## src/rtl/fvp_pkg.sv

```systemverilog
// ----------------------------------------------------------------------------
// fvp_pkg
// Shared constants and transaction types for the value-purge FIFO.
// ----------------------------------------------------------------------------
`default_nettype none

package fvp_pkg;

   // Store depth and derived widths
   localparam int DEPTH      = 16;
   localparam int ADDR_W     = (DEPTH > 1) ? $clog2(DEPTH) : 1;
   localparam int CNT_W      = $clog2(DEPTH + 1);
   localparam int VALUE_W    = 32;
   localparam int CNT_FIELD_W = 5;

   // Operation codes
   localparam logic OP_APPEND = 1'b0;
   localparam logic OP_PURGE  = 1'b1;

   // Status codes
   localparam logic STAT_DONE = 1'b0;
   localparam logic STAT_FULL = 1'b1;

   typedef struct packed {
      logic                       operation;
      logic signed [VALUE_W-1:0]  operand_value;
   } req_type;

   typedef struct packed {
      logic                    status;
      logic [CNT_FIELD_W-1:0]  removed_count;
      logic [CNT_FIELD_W-1:0]  occupancy;
      logic [CNT_FIELD_W-1:0]  even_count;
   } rsp_type;

endpackage

`default_nettype wire

```

## src/rtl/fvp_ram.sv

```systemverilog
// ----------------------------------------------------------------------------
// fvp_ram
// Generic simple dual-port RAM: one write port, one registered read port.
// ----------------------------------------------------------------------------
`default_nettype none

module fvp_ram #(
   parameter int WIDTH = 32,
   parameter int DEPTH = 16,
   parameter int ADDR_W = (DEPTH > 1) ? $clog2(DEPTH) : 1
) (
   input  wire logic              clock,
   input  wire logic              wr_en,
   input  wire logic [ADDR_W-1:0] wr_addr,
   input  wire logic [WIDTH-1:0]  wr_data,
   input  wire logic [ADDR_W-1:0] rd_addr,
   output logic      [WIDTH-1:0]  rd_data
);

   logic [WIDTH-1:0] mem [DEPTH];

   always_ff @(posedge clock) begin
      if (wr_en) begin
         mem[wr_addr] <= wr_data;
      end
      rd_data <= mem[rd_addr];
   end

endmodule

`default_nettype wire

```

## src/rtl/fifo_with_value_purge.sv

```systemverilog
// ----------------------------------------------------------------------------
// fifo_with_value_purge
// Bounded FIFO of signed 32-bit values with in-place purge of a given value.
// ----------------------------------------------------------------------------
// Usage:
//   Request channel: drive req_data and raise start; the transaction is taken
//   at a rising edge where start is high and busy is low. operation selects
//   append at tail or purge of every entry equal to operand_value.
//   Response channel: every request returns one response on rsp_data, valid
//   for exactly one cycle while rsp_valid is high. The receiver cannot stall,
//   so no back-pressure exists on this side.
// Timing and throughput:
//   Append: response in the cycle after acceptance, busy stays low, so an
//   append can be taken every cycle (also in the cycle its response shows).
//   Purge: busy while the single RAM read port walks the entries one per
//   cycle and the same RAM's write port compacts the survivors; the
//   response shows as busy drops (on an empty store busy stays low and the
//   response comes in the cycle after acceptance).
// Reset:
//   Synchronous, active high. Clears the fill count, the even count and the
//   sequencer. The entry RAM is not cleared; only written entries are read.
// ----------------------------------------------------------------------------
`default_nettype none

module fifo_with_value_purge (
   input  wire logic            clock,
   input  wire logic            reset,
   input  wire logic            start,
   input  wire fvp_pkg::req_type req_data,
   output logic                 busy,
   output logic                 rsp_valid,
   output fvp_pkg::rsp_type     rsp_data
);

   typedef enum logic [0:0] {
      ST_IDLE,
      ST_PURGE
   } state_type;

   state_type state_ff, state_in;

   // Occupancy and number of even entries held
   logic [fvp_pkg::CNT_W-1:0]   fill_ff, fill_in;
   logic [fvp_pkg::CNT_W-1:0]   even_ff, even_in;

   // Purge walk: read pointer, compaction pointer, read-data-pending flag
   logic [fvp_pkg::CNT_W-1:0]   rd_ff, rd_in;
   logic [fvp_pkg::CNT_W-1:0]   wr_ff, wr_in;
   logic                        pend_ff, pend_in;
   logic [fvp_pkg::CNT_W-1:0]   removed_ff, removed_in;
   logic [fvp_pkg::VALUE_W-1:0] value_ff, value_in;

   logic                        rsp_valid_ff, rsp_valid_in;
   fvp_pkg::rsp_type            rsp_data_ff, rsp_data_in;

   // RAM ports
   logic                         ram_we;
   logic [fvp_pkg::ADDR_W-1:0]   ram_waddr;
   logic [fvp_pkg::VALUE_W-1:0]  ram_wdata;
   logic [fvp_pkg::VALUE_W-1:0]  ram_rdata;

   logic accept;
   logic full;
   logic match;
   logic [fvp_pkg::CNT_W-1:0] removed_next;

   assign accept = start && (state_ff == ST_IDLE);
   assign full   = (fill_ff == fvp_pkg::CNT_W'(fvp_pkg::DEPTH));
   assign match  = (ram_rdata == value_ff);
   assign removed_next = removed_ff + fvp_pkg::CNT_W'(1);

   fvp_ram #(
      .WIDTH (fvp_pkg::VALUE_W),
      .DEPTH (fvp_pkg::DEPTH),
      .ADDR_W(fvp_pkg::ADDR_W)
   ) u_ram (
      .clock  (clock),
      .wr_en  (ram_we),
      .wr_addr(ram_waddr),
      .wr_data(ram_wdata),
      .rd_addr(rd_ff[fvp_pkg::ADDR_W-1:0]),
      .rd_data(ram_rdata)
   );

   always_comb begin
      state_in     = state_ff;
      fill_in      = fill_ff;
      even_in      = even_ff;
      rd_in        = rd_ff;
      wr_in        = wr_ff;
      pend_in      = 1'b0;
      removed_in   = removed_ff;
      value_in     = value_ff;
      rsp_valid_in = 1'b0;
      rsp_data_in  = rsp_data_ff;
      ram_we       = 1'b0;
      ram_waddr    = fill_ff[fvp_pkg::ADDR_W-1:0];
      ram_wdata    = req_data.operand_value;

      case (state_ff)
         ST_IDLE: begin
            if (accept) begin
               if (req_data.operation == fvp_pkg::OP_APPEND) begin
                  // Append: write at tail unless full, answer next cycle
                  rsp_valid_in              = 1'b1;
                  rsp_data_in.removed_count = '0;
                  if (full) begin
                     rsp_data_in.status = fvp_pkg::STAT_FULL;
                  end else begin
                     rsp_data_in.status = fvp_pkg::STAT_DONE;
                     ram_we  = 1'b1;
                     fill_in = fill_ff + fvp_pkg::CNT_W'(1);
                     if (!req_data.operand_value[0]) begin
                        even_in = even_ff + fvp_pkg::CNT_W'(1);
                     end
                  end
                  rsp_data_in.occupancy  = fvp_pkg::CNT_FIELD_W'(fill_in);
                  rsp_data_in.even_count = fvp_pkg::CNT_FIELD_W'(even_in);
               end else if (fill_ff == '0) begin
                  // Purge of an empty store: nothing to walk
                  rsp_valid_in              = 1'b1;
                  rsp_data_in.status        = fvp_pkg::STAT_DONE;
                  rsp_data_in.removed_count = '0;
                  rsp_data_in.occupancy     = '0;
                  rsp_data_in.even_count    = '0;
               end else begin
                  state_in   = ST_PURGE;
                  value_in   = req_data.operand_value;
                  rd_in      = '0;
                  wr_in      = '0;
                  removed_in = '0;
               end
            end
         end

         ST_PURGE: begin
            // Issue the next read while entries remain
            if (rd_ff != fill_ff) begin
               rd_in   = rd_ff + fvp_pkg::CNT_W'(1);
               pend_in = 1'b1;
            end
            // Consume the previous read: drop a match, compact a survivor
            ram_waddr = wr_ff[fvp_pkg::ADDR_W-1:0];
            ram_wdata = ram_rdata;
            if (pend_ff) begin
               if (match) begin
                  removed_in = removed_next;
               end else begin
                  ram_we = 1'b1;
                  wr_in  = wr_ff + fvp_pkg::CNT_W'(1);
               end
               if (rd_ff == fill_ff) begin
                  // Last entry consumed: commit and answer
                  state_in = ST_IDLE;
                  fill_in  = wr_in;
                  if (!value_ff[0]) begin
                     even_in = even_ff - removed_in;
                  end
                  rsp_valid_in              = 1'b1;
                  rsp_data_in.status        = fvp_pkg::STAT_DONE;
                  rsp_data_in.removed_count = fvp_pkg::CNT_FIELD_W'(removed_in);
                  rsp_data_in.occupancy     = fvp_pkg::CNT_FIELD_W'(fill_in);
                  rsp_data_in.even_count    = fvp_pkg::CNT_FIELD_W'(even_in);
               end
            end
         end

         default: begin
            state_in = ST_IDLE;
         end
      endcase
   end

   always_ff @(posedge clock) begin
      if (reset) begin
         state_ff     <= ST_IDLE;
         fill_ff      <= '0;
         even_ff      <= '0;
         pend_ff      <= 1'b0;
         rsp_valid_ff <= 1'b0;
      end else begin
         state_ff     <= state_in;
         fill_ff      <= fill_in;
         even_ff      <= even_in;
         pend_ff      <= pend_in;
         rsp_valid_ff <= rsp_valid_in;
      end
      rd_ff       <= rd_in;
      wr_ff       <= wr_in;
      removed_ff  <= removed_in;
      value_ff    <= value_in;
      rsp_data_ff <= rsp_data_in;
   end

   assign busy      = (state_ff != ST_IDLE);
   assign rsp_valid = rsp_valid_ff;
   assign rsp_data  = rsp_data_ff;

endmodule

`default_nettype wire

```

## config.mk

```make
export PLATFORM = sky130hd
export DESIGN_NAME = fifo_with_value_purge
export DESIGN_NICKNAME = d
export VERILOG_FILES = /design/src/rtl/fvp_pkg.sv /design/src/rtl/fvp_ram.sv /design/src/rtl/fifo_with_value_purge.sv
export SDC_FILE = /design/constraint.sdc
export NUM_CORES = 1
export LEC_CHECK = 0
export BUFFER_PORTS_ARGS = -buffer_cell sky130_fd_sc_hd__buf_4
export CAP_MARGIN = 20
export CORE_MARGIN = 4
export CORE_UTILIZATION = 40
export DETAILED_ROUTE_END_ITERATION = 12
export GPL_TIMING_DRIVEN = 1
export HOLD_SLACK_MARGIN = 0.06
export PLACE_DENSITY_LB_ADDON = 0.15
export SYNTH_ARGS = -nofsm -noshare
export SYNTH_HDL_FRONTEND = slang
export SYNTH_HIERARCHICAL = 1
export SYNTH_SLANG_ARGS = --single-unit
```

## constraint.sdc

```tcl
create_clock -name clock -period 6.55 [get_ports clock]
set_clock_uncertainty 0.2 [all_clocks]
set_input_delay 0.9825 -clock clock [delete_from_list [all_inputs] [get_ports clock]]
set_output_delay 0.9825 -clock clock [all_outputs]
set_load 0.01 [all_outputs]
```

=== Word level (Yosys, flattened, before mapping) ===
Memories as Yosys holds them, arrays and structs flattened. A register that Yosys moved wholly into a read port is not among the register bits.
Cells that the tools add are included.

* Bitwise gates (word level): 2
* Eq/ne operators: 12
* Reductions and logical operators: 8
* Add/sub/neg operators: 6
* Muxes and demuxes: 57

{| class="wikitable"
|+ Operators by type and width
! kind !! number
|-
| 5-bit two-way mux || 22
|-
| 16-bit two-way mux || 5
|-
| 5-bit one-hot mux with 2 select lines || 5
|-
| 32-bit == test || 1
|-
| 32-bit two-way mux || 1
|-
| 16-bit one-hot mux with 2 select lines || 1
|-
| 5-bit by 1-bit adder with 5-bit output (second input constant) || 5
|-
| 4-bit AND reduction || 5
|-
| 1-bit two-way mux || 19
|-
| 2-bit inequality test (second input constant) || 4
|-
| 2-bit by 1-bit inequality test with 1-bit output (second input constant) || 3
|-
| 1-bit one-hot mux with 2 select lines || 3
|-
| 5-bit == test || 1
|-
| 5-bit == test (second input constant) || 1
|-
| 5-bit zero test || 1
|-
| 5-bit inequality test || 1
|-
| 5-bit subtractor || 1
|-
| 4-bit two-way mux || 1
|-
| 3-bit by 2-bit inequality test with 1-bit output (second input constant) || 1
|-
| 1-bit inverter || 2
|-
| 2-bit OR reduction || 1
|-
| 1-bit logical AND || 1
|}

* Bits in registers: 76
* Output and inout bits: 18
* Memory bits (writable): 512
* Memories: 1

{| class="wikitable"
|+ Memory list
! name !! words !! bits a word !! rd ports !! clocked after Yosys merged registers in !! wr ports !! line !! text
|-
| u_ram.mem || 16 || 32 || 1 || 1 || 1 || fvp_ram.sv:20 || <nowiki>logic [WIDTH-1:0] mem [DEPTH];</nowiki>
|}

=== Longest topological paths before layout ===
Gate-level depths: netlist of the first run.

* Depth after elaboration: 9
* Depth in mapped cells: 15

=== By module ===
Netlist of the first run, hierarchy kept.

{| class="wikitable"
|+ Modules (own cells, without submodules)
! module !! cells each !! instances !! area an instance (sq um)
|-
| fvp_ram || 838 || 1 || 19835.3
|-
| fifo_with_value_purge || 343 || 1 || 4164.0
|}

=== Worst setup path after synthesis of the first run ===
No wires, ideal clock.

* Path type: input-to-reg
* From: input port req_data[32] (netlist bit)
* To: memory u_ram.mem[0][0] (enable)
* Stages on the path: 5
* Slack: 1.712 ns
* Data required time: 5.889 ns
* Buffers on the path: 0
* Library setup time: 0.461 ns
* Data arrival time: 4.177 ns
* Cell sequence: nor2_1 -> nand2_1 -> o22ai_1 -> or3b_2 -> nor3_1

* Longest elaborated chain between the ends: 5

{| class="wikitable"
|+ Ends and longest elaborated chain
! element !! line !! text
|-
| start, declared || fifo_with_value_purge.sv:29 || <nowiki>input wire fvp_pkg::req_type req_data,</nowiki>
|-
| 1-bit two-way mux || fifo_with_value_purge.sv:103 || <nowiki>if (req_data.operation == fvp_pkg::OP_APPEND) begin</nowiki>
|-
| 1-bit two-way mux || fifo_with_value_purge.sv:102 || <nowiki>if (accept) begin</nowiki>
|-
| 1-bit one-hot mux with 2 select lines || fifo_with_value_purge.sv:100 || <nowiki>case (state_ff)</nowiki>
|-
| named net ram_we || fifo_with_value_purge.sv:57 || <nowiki>logic ram_we;</nowiki>
|-
| 1-bit two-way mux || fvp_ram.sv:23 || <nowiki>if (wr_en) begin</nowiki>
|-
| 1-bit two-way mux (not written as such) || fvp_ram.sv:24 || <nowiki>mem[wr_addr] <= wr_data;</nowiki>
|-
| end, declared || fvp_ram.sv:20 ||
|}

The timed path passes the listed nets, and every way through them passes these cells.

=== Final worst setup path of the first run ===
* From: register value_ff[23] (netlist bit)
* To: register even_ff[4] (netlist bit)

* Longest elaborated chain between the ends: 9

{| class="wikitable"
|+ Ends and longest elaborated chain
! element !! line !! text
|-
| start, declared || fifo_with_value_purge.sv:51 || <nowiki>logic [fvp_pkg::VALUE_W-1:0] value_ff, value_in;</nowiki>
|-
| start signal, assigned || fifo_with_value_purge.sv:191 || <nowiki>value_ff <= value_in;</nowiki>
|-
| 32-bit == test || fifo_with_value_purge.sv:69 || <nowiki>assign match = (ram_rdata == value_ff);</nowiki>
|-
| 5-bit two-way mux || fifo_with_value_purge.sv:146 || <nowiki>if (match) begin</nowiki>
|-
| 5-bit two-way mux || fifo_with_value_purge.sv:145 || <nowiki>if (pend_ff) begin</nowiki>
|-
| 5-bit two-way mux || fifo_with_value_purge.sv:100 ||
|-
| 5-bit subtractor || fifo_with_value_purge.sv:157 || <nowiki>even_in = even_ff - removed_in;</nowiki>
|-
| 5-bit two-way mux || fifo_with_value_purge.sv:156 || <nowiki>if (!value_ff[0]) begin</nowiki>
|-
| 5-bit two-way mux || fifo_with_value_purge.sv:152 || <nowiki>if (rd_ff == fill_ff) begin</nowiki>
|-
| 5-bit two-way mux || fifo_with_value_purge.sv:145 ||
|-
| 5-bit one-hot mux with 2 select lines || fifo_with_value_purge.sv:100 ||
|-
| end signal, assigned || fifo_with_value_purge.sv:184 || <nowiki>even_ff <= even_in;</nowiki>
|-
| end, declared || fifo_with_value_purge.sv:44 || <nowiki>logic [fvp_pkg::CNT_W-1:0] even_ff, even_in;</nowiki>
|}

Every way passes these cells. The select of a mux whose other input is x is not followed.
A chain may end at the register's enable or synchronous reset.

==> results of run 1 <==
-- layout make-up --
class,count,area (µm²)
inverter,13,48.80
fill,5020,31540
antenna,2,5.005
sequential,620,18170
clock inverter,34,390.4
timing repair buffer,77,603.1
tap,773,967.2
multi-input combinational,493,5674
clock buffer,87,1843
-- per-layer routing --
layer  wire, µm  vias to the layer above
li1           -                     5017
met1      24990                     6221
met2      27840                      213
met3       2214                       74
met4       1028                        0
met5          0                        -
-- sequential cells by signal (all words and copies together), names as in the netlist --
signal / cells
rd_ff: 5
busy: 1
pend_ff: 1
wr_ff: 5
u_ram/rd_data: 32
u_ram/mem: 512
rsp_data: 16
removed_ff: 5
even_ff: 5
value_ff: 32
fill_ff: 5
rsp_valid: 1
-- final timing paths --
check | startpoint | to | slack [ns] | cells past startpoint
setup / recovery | value_ff[23] | even_ff[4] | 1.92 | 15
hold / removal | even_ff[3] | even_ff[3] | 0.32 | 2
setup reg to reg | value_ff[23] | even_ff[4] | 1.92 | 15
hold reg to reg | even_ff[3] | even_ff[3] | 0.32 | 2
-- worst max-delay path: stages (launching register included) --
cell	delay, ns
edfxtp_1	0.37
xor2_1	0.16
nor4_2	0.43
nand4_2	0.40
nor2_1	0.57
xor2_1	0.24
ha_1	0.18
inv_1	0.06
fa_1	0.39
a21o_1	0.19
a21oi_1	0.16
xor2_1	0.10
or4_1	0.43
a21oi_2	0.23
o21ai_2	0.08
mux2_4	0.31
-- stage by stage --
step | hold slack [ns] | instance area [µm²] | utilization, % | setup slack (ns) | instances
floorplan | 0.2492 | 24000 | - | 1.712 | 1181
global placement | 0.3027 | 25460 | 42.98 | 1.886 | 1976
detailed placement | 0.3115 | 25460 | 42.98 | 1.874 | 1976
CTS | 0.3173 | 27700 | 46.75 | 1.840 | 2097
global route | 0.3536 | 27700 | 46.75 | 1.503 | 2097
finish | 0.3239 | 27700 | 46.76 | 1.920 | 2099
-- kinds of logic (layout without fill, tap and decap cells) --
| group | count (synthesis) | count (layout) |
|---|---|---|
| flops | 620 | 620 |
| mux | 165 | 165 |
| simple gates | 146 | 146 |
| compound gates | 117 | 117 |
| buf+inv | 68 | 211 |
| xor+xnor | 54 | 54 |
| fa+ha+maj | 11 | 11 |
| other cells | 0 | 2 |
-- report_power, final --
part | internal (mW) | switching, mW
sequential | 4.48 | 0.0613
combinational | 0.252 | 0.393
clock | 2.28 | 1.55
-- placed cells by master, fill, tap and decap left out, drive strengths merged, types with 4 or more instances in the layout --
master / n
nand2: 51
mux4: 128
nand3: 10
bufinv: 7
inv: 16
mux2: 35
clkinv: 19
nor2b: 6
nor2: 42
nor4: 8
clkinvlp: 5
edfxtp: 575
xnor2: 9
a21o: 4
a21oi: 11
a22oi: 64
ha: 10
o21ai: 17
clkbuf: 87
dfxtp: 45
xor2: 45
buf: 77
nor3: 9
==> out/results.txt, run 1 <==
The number of buffers inserted by hold repair at cts is 0. The horizontal die dimension is 252.9 µm. By startpoint and endpoint, the worst setup path is classified as reg2reg.

The root buffer cell chosen for the clock tree is clkbuf_16. Clock latency of the later-clocked register in the worst-skew pair: 0.60 ns. The tools report the instance count of the mapped netlist as 1181. Once the clock tree was built, the resizer swapped 0 gates to a different size. The met3 layer usage reported by global route is 3.133%, and the netlist area before placement is 24000 µm². Main flop type after synthesis: edfxtp_1. The met2 usage is 29.38%. From synthesis to final layout, the design area changed by 15.43%. The run finished with clean final reports. For the core region area, the log shows 59240 µm². In this run, synthesis inferred 575 flip-flops with an integrated enable. For this block, the routed nets add up to 56070 µm of wire. Setup repair after global routing left no endpoint under its margin. The most common cell in the synthesized netlist is edfxtp_1. The number of global-route vias before repair was 12120; the final max-slew violation count was 0. Ranked by total cell area, the synthesized netlist is headed by edfxtp_1 (72%), mux4_2 (12%), dfxtp_1 (3.8%), a22oi_1 (2.0%), xor2_1 (1.6%).

Static timing analysis puts the maximum clock frequency at 216.0 MHz. The headroom to the max-slew limit was 27.02%. TritonCTS built the clock tree. The share of flip-flops with an asynchronous set or reset works out to 0%. At the worst endpoint, the required time is 6.84 ns. The measured slew at the worst slew-check pin was 1.092 ns. Clock tree synthesis found a total of 620 sinks. The worst setup path is captured at a flop. The number of DRC markers after the initial detailed-route iteration was 969.

The power density over the cells came out at 325.4 nW/µm². met2 is the most crowded layer. The final estimated routing congestion in global placement was 0.7512. The logs give 30650 µm for the post-detailed-placement half-perimeter wirelength and 67 for the number of CTS-inserted buffers.

After Yosys synthesis, and, or, nand and nor cells account for 3.258% of the synthesized area. The arrival time of data at the critical path endpoint came out at 4.92 ns. The deepest level of the CTS H-tree was 3; the proportion of synthesized chip area in sequential cells was 75.70%. Global routing consumed, on the met1 layer, 24.79% of the routing resources. The number of setup buffers added after CTS came out at 0. The first global-routing pass estimated 82850 µm of wire. The final layout net count was 1319; the share of the cycle needed by the critical path after routing was 70.68%. In the synthesized netlist, the cells that appear most often are edfxtp_1 (575), mux4_2 (128), a22oi_1 (64). Power comes to 9.014 mW. The worst path needs 4.630 ns of the cycle, external delays included.

The worst-path maximum fanout works out to 9. The global-route congestion overflow total is 0. STA classifies the critical path startpoint as a flop. The count of final hold-check violations is 0.

After clock tree synthesis, the clock-pin slew on the worst setup and hold paths is 0.06 ns. The post-synthesis xor/xnor area fraction was 1.971%. Share of final-layout standard cells stronger than drive strength 1: 28.93%. From bottom edge to top edge, the die measures 252.9 µm.

The post-synthesis average cell area is 20.32 µm². Main combinational cell family by area after synthesis: multiplexers. For this run, design rule violations remaining after detail routing come to 0.

The biggest area contributor in the post-synthesis netlist is edfxtp_1. The mux cell area share after synthesis was 13.75%. The worst-case IR drop observed on VDD is 170.7 µV. After synthesis the netlist holds a flip-flop and latch count of 620. The top cell type by area accounts for 71.95% of the synthesized area. In the global route stage, overall resource usage came out at 17.70%. Row generation in the floorplan step produced 89 rows. The logs give 5 for the number of optimization iterations in the first detailed-route pass and 1228 for the synthesized netlist net count.

The netlist uses 57 different library cells. The tools report the worst-case clock buffer depth as 3. Cell leakage power: 8.965 nW.

Setup violations remaining at the end of the flow were counted as 0. The number of antenna violations at the first check in global routing is 2. The via count was 11530.

Summing the areas of all compound-gate instances in the mapped netlist gives 3.472% of the synthesized area. The arithmetic-cell share of the synthesized area counting full adders, half adders and majority gates came out at 0.6048%. Entering global routing, the biggest net connects 132 pins. The floorplan step defined a die boundary enclosing 63980 µm².

Average wire per cell in the routed design: 26.71 µm. Across the run, the number of max-cap violations was 0. Count of port buffers added during placement: 53. The starting utilization of the core area is 40.51%. During I/O placement, the number of pins put on the boundary was 54. Once detail routing completed, the nets flagged for antenna violations numbered 0. Setup total negative slack on the finished layout was measured at 0 ns. Dividing the detail-routed via count by the number of cells gives 5.491. The Yosys step of the flow raised 6 warnings. The worst min-delay path category was reg2reg.
Power figures use the tool's default switching activity.
==> run 2, diff against run 1 <==
clock period = 3.9 ns   (was 6.55 ns; I/O delays follow)
==> run 2 against run 1 <==
  * Power grew 67%
  * First-iteration DRC count shrank 1.2%
  * Utilization grew 1.2 points
  * Worst hold slack lost 0.069 ns
  * Sequential cell count is the same
  * Sequential share of layout area shrank 1.6 points
  * Register-to-register slack lost 1.9 ns
  * Critical path depth grew 2
  * Critical endpoint unchanged
==> out/results.txt, run 2 (synthesized netlist as in run 1, its figures left out) <==
The global-route usage over all layers is 17.84%, and the number of nets with antenna violations after detailed routing is 0. Most common cell after layout, fill and taps aside: edfxtp_1. The run gives 63980 µm² as the full die area. The worst setup slack before clock tree synthesis came out at -0.1676 ns. In this run the horizontal extent of the chip is 252.9 µm. The routed design could run at a clock period as short as 3.864 ns. For the number of max-cap violations, the log shows 0. The worst path uses 99.07% of the clock period. The first global-routing pass estimated 83290 µm of wire.

The final max-slew violation count is 0. In this run the most critical hold path is launched from req_data[32]. The final route contains 11810 vias. In this run the clock root is driven by a clkbuf_16.

The first detailed-routing pass ran for 5 iterations. The number of DRC markers after the initial detailed-route iteration is 957. Number of antenna diodes: 0. In the final layout, the share of cells above drive strength 1 is 29.50%.

The setup slack of the most critical reg-to-reg path is 0.04 ns, and the clock latency of the later-clocked register in the worst-skew pair is 0.59 ns. Global routing finished with a remaining overflow of 0. The power density over the cells was 529.0 nW/µm²; the number of CTS-inserted buffers was 67. The largest registers in the layout are u_ram/mem (512), u_ram/rd_data (32), value_ff (32). After routing the design area is 28420 µm². Entering global routing, the biggest net connects 131 pins. Across the whole layout, storage elements account for 18170 µm².

For the worst endpoint required time, the log shows 4.18 ns. The number of endpoints failing setup at the final stage is 0. 54 I/O pins were placed.

The run finished with clean final reports. Port buffering added 53 buffers. The sink of the worst hold path was rsp_data[6].

The worst path meets setup with 0.03646 ns of slack. The logs give 12140 for the number of global-route vias before repair and 1 for the number of antenna violations at the first check in global routing. The register with the most flip-flops in the layout has 512 of them. The area growth from synthesis to final layout works out to 18.40%.

For the worst flop-to-flop path, the logic depth is 17. For the arrival time of data at the critical path endpoint, the log shows 4.14 ns. The worst hold path passes through 3 cells. In the routed layout, each cell is associated on average with a via count of 5.452.

Summed over all layers, the routed wires come to 56430 µm. Along the worst path, the maximum fanout reaches 3. The post-detailed-placement half-perimeter wirelength came out at 32590 µm. Counting tap cells, the placed design contains a total of 2012 instances.

The critical path is of the reg2reg type. At the pin with the least slew margin, the transition time is 0.9902 ns. The run gives 0 as the count of final hold-check violations. After detailed routing, the average wire length per cell comes to 26.05 µm. In this run the critical register-to-register path is captured at even_ff[4]. The clock sink total is 620. The region available for standard cell placement spans 59240 µm². For this run, the post-layout net count is 1390.

The logs give 0 for the total DRC errors in the routed layout and 344.5 µV for the peak ir drop on the vdd network. The count of placed standard cells in the final layout, fillers left out is 2166. After clock tree synthesis, the clock-pin slew on the worst setup and hold paths is 0.06 ns. The count of filler cells inserted in the layout came out at 4946. In the layout the commonest cells are edfxtp_1 (575), mux4_2 (128), buf_4 (102). Floorplan die height: 252.9 µm. The launch instance of the worst register-to-register path is value_ff[23]. Headroom to the max-slew limit came out at 33.99%. After detailed placement, the total cell area comes to 25870 µm². The final-layout worst hold slack was 0.2545 ns.

The tools report the kind of start point of the critical path as a flop. Worst min-delay path category: in2reg. The starting utilization of the core area was 40.51%. The tools report the number of rows created at floorplan as 89.

The worst setup path is captured at a flop. The tools report the post-route core utilization as 47.97%. Derived from the worst setup path, the maximum achievable clock frequency is 258.8 MHz.

Setup repair after global routing could not meet its margin everywhere. Routability-driven placement finished with a final weighted congestion of 0.7494. TritonCTS built the clock tree.

The cell leakage power is 9.290 nW, and the worst-case clock buffer depth is 3. The register with the most flip-flops in the final layout is u_ram/mem. The multi-input combinational cells in the finished layout cover a total of 5737 µm².

The clock tree synthesis step divided the H-tree into 3 levels.
-- run 2: worst max-delay path: stages (launching register included) --
cell	delay [ns]
edfxtp_1	0.37
xor2_1	0.15
nor4_2	0.27
buf_4	0.18
nand4_4	0.09
buf_6	0.15
nor2_4	0.14
xor2_2	0.17
ha_2	0.19
inv_2	0.04
fa_2	0.34
a21o_1	0.20
a21oi_2	0.15
xor2_1	0.09
or4_1	0.42
a21oi_2	0.22
o21ai_2	0.08
mux2_4	0.30
-- run 2: power breakdown --
group	switching, mW	internal [mW]	leakage [nW]
Clock	2.50	3.72	1.05
Combinational	0.702	0.487	2.66
Sequential	0.0954	7.53	5.58
Total	3.30	11.7	9.29
-- run 2: timing repair --
item                                   in CTS  in global routing
endpoints found under the hold margin      33                  0
resized for setup                           4                  7
setup endpoints to repair                   2                  2
buffers inserted                            1                  1
hold buffers                               33                  0
pin swaps                                   5                  4
-- run 2: how the worst max path moves through the flow --
stage | start | end | slack [ns]
2_1_floorplan | busy | u_ram/mem[8][0] | -0.53
3_3_place_gp | value_ff[24] | rsp_data[4] | -0.15
3_5_place_dp | value_ff[24] | even_ff[4] | -0.17
4_1_cts | value_ff[29] | even_ff[4] | -0.02
5_1_grt | value_ff[23] | even_ff[4] | -0.14
6_report | value_ff[23] | even_ff[4] | 0.04
-- run 2: through the flow --
step                power [mW]  setup TNS (ns)
floorplan                8.472          -33.09
global placement         8.921         -0.2848
detailed placement       8.936         -0.3326
CTS                      15.22        -0.03774
global route             15.60         -0.2855
finish                   15.03               0
-- run 2: layer usage --
| layer | GRT usage (%) | vias up | routed length (µm) |
|---|---|---|---|
| li1 | - | 5178 | - |
| met1 | 25.76 | 6304 | 25580 |
| met2 | 28.95 | 251 | 27450 |
| met3 | 2.999 | 75 | 2427 |
| met4 | 3.877 | 0 | 970 |
| met5 | 0 | - | 0 |
-- run 2: cell type report --
type | count | share of cell area, %
flip-flops and latches | 620 | 63.95
multi-input cells | 493 | 20.19
clock buffers | 90 | 6.499
repair buffers | 148 | 4.742
well taps | 773 | 3.404
clock inverters | 29 | 1.048
inverters | 13 | 0.1717
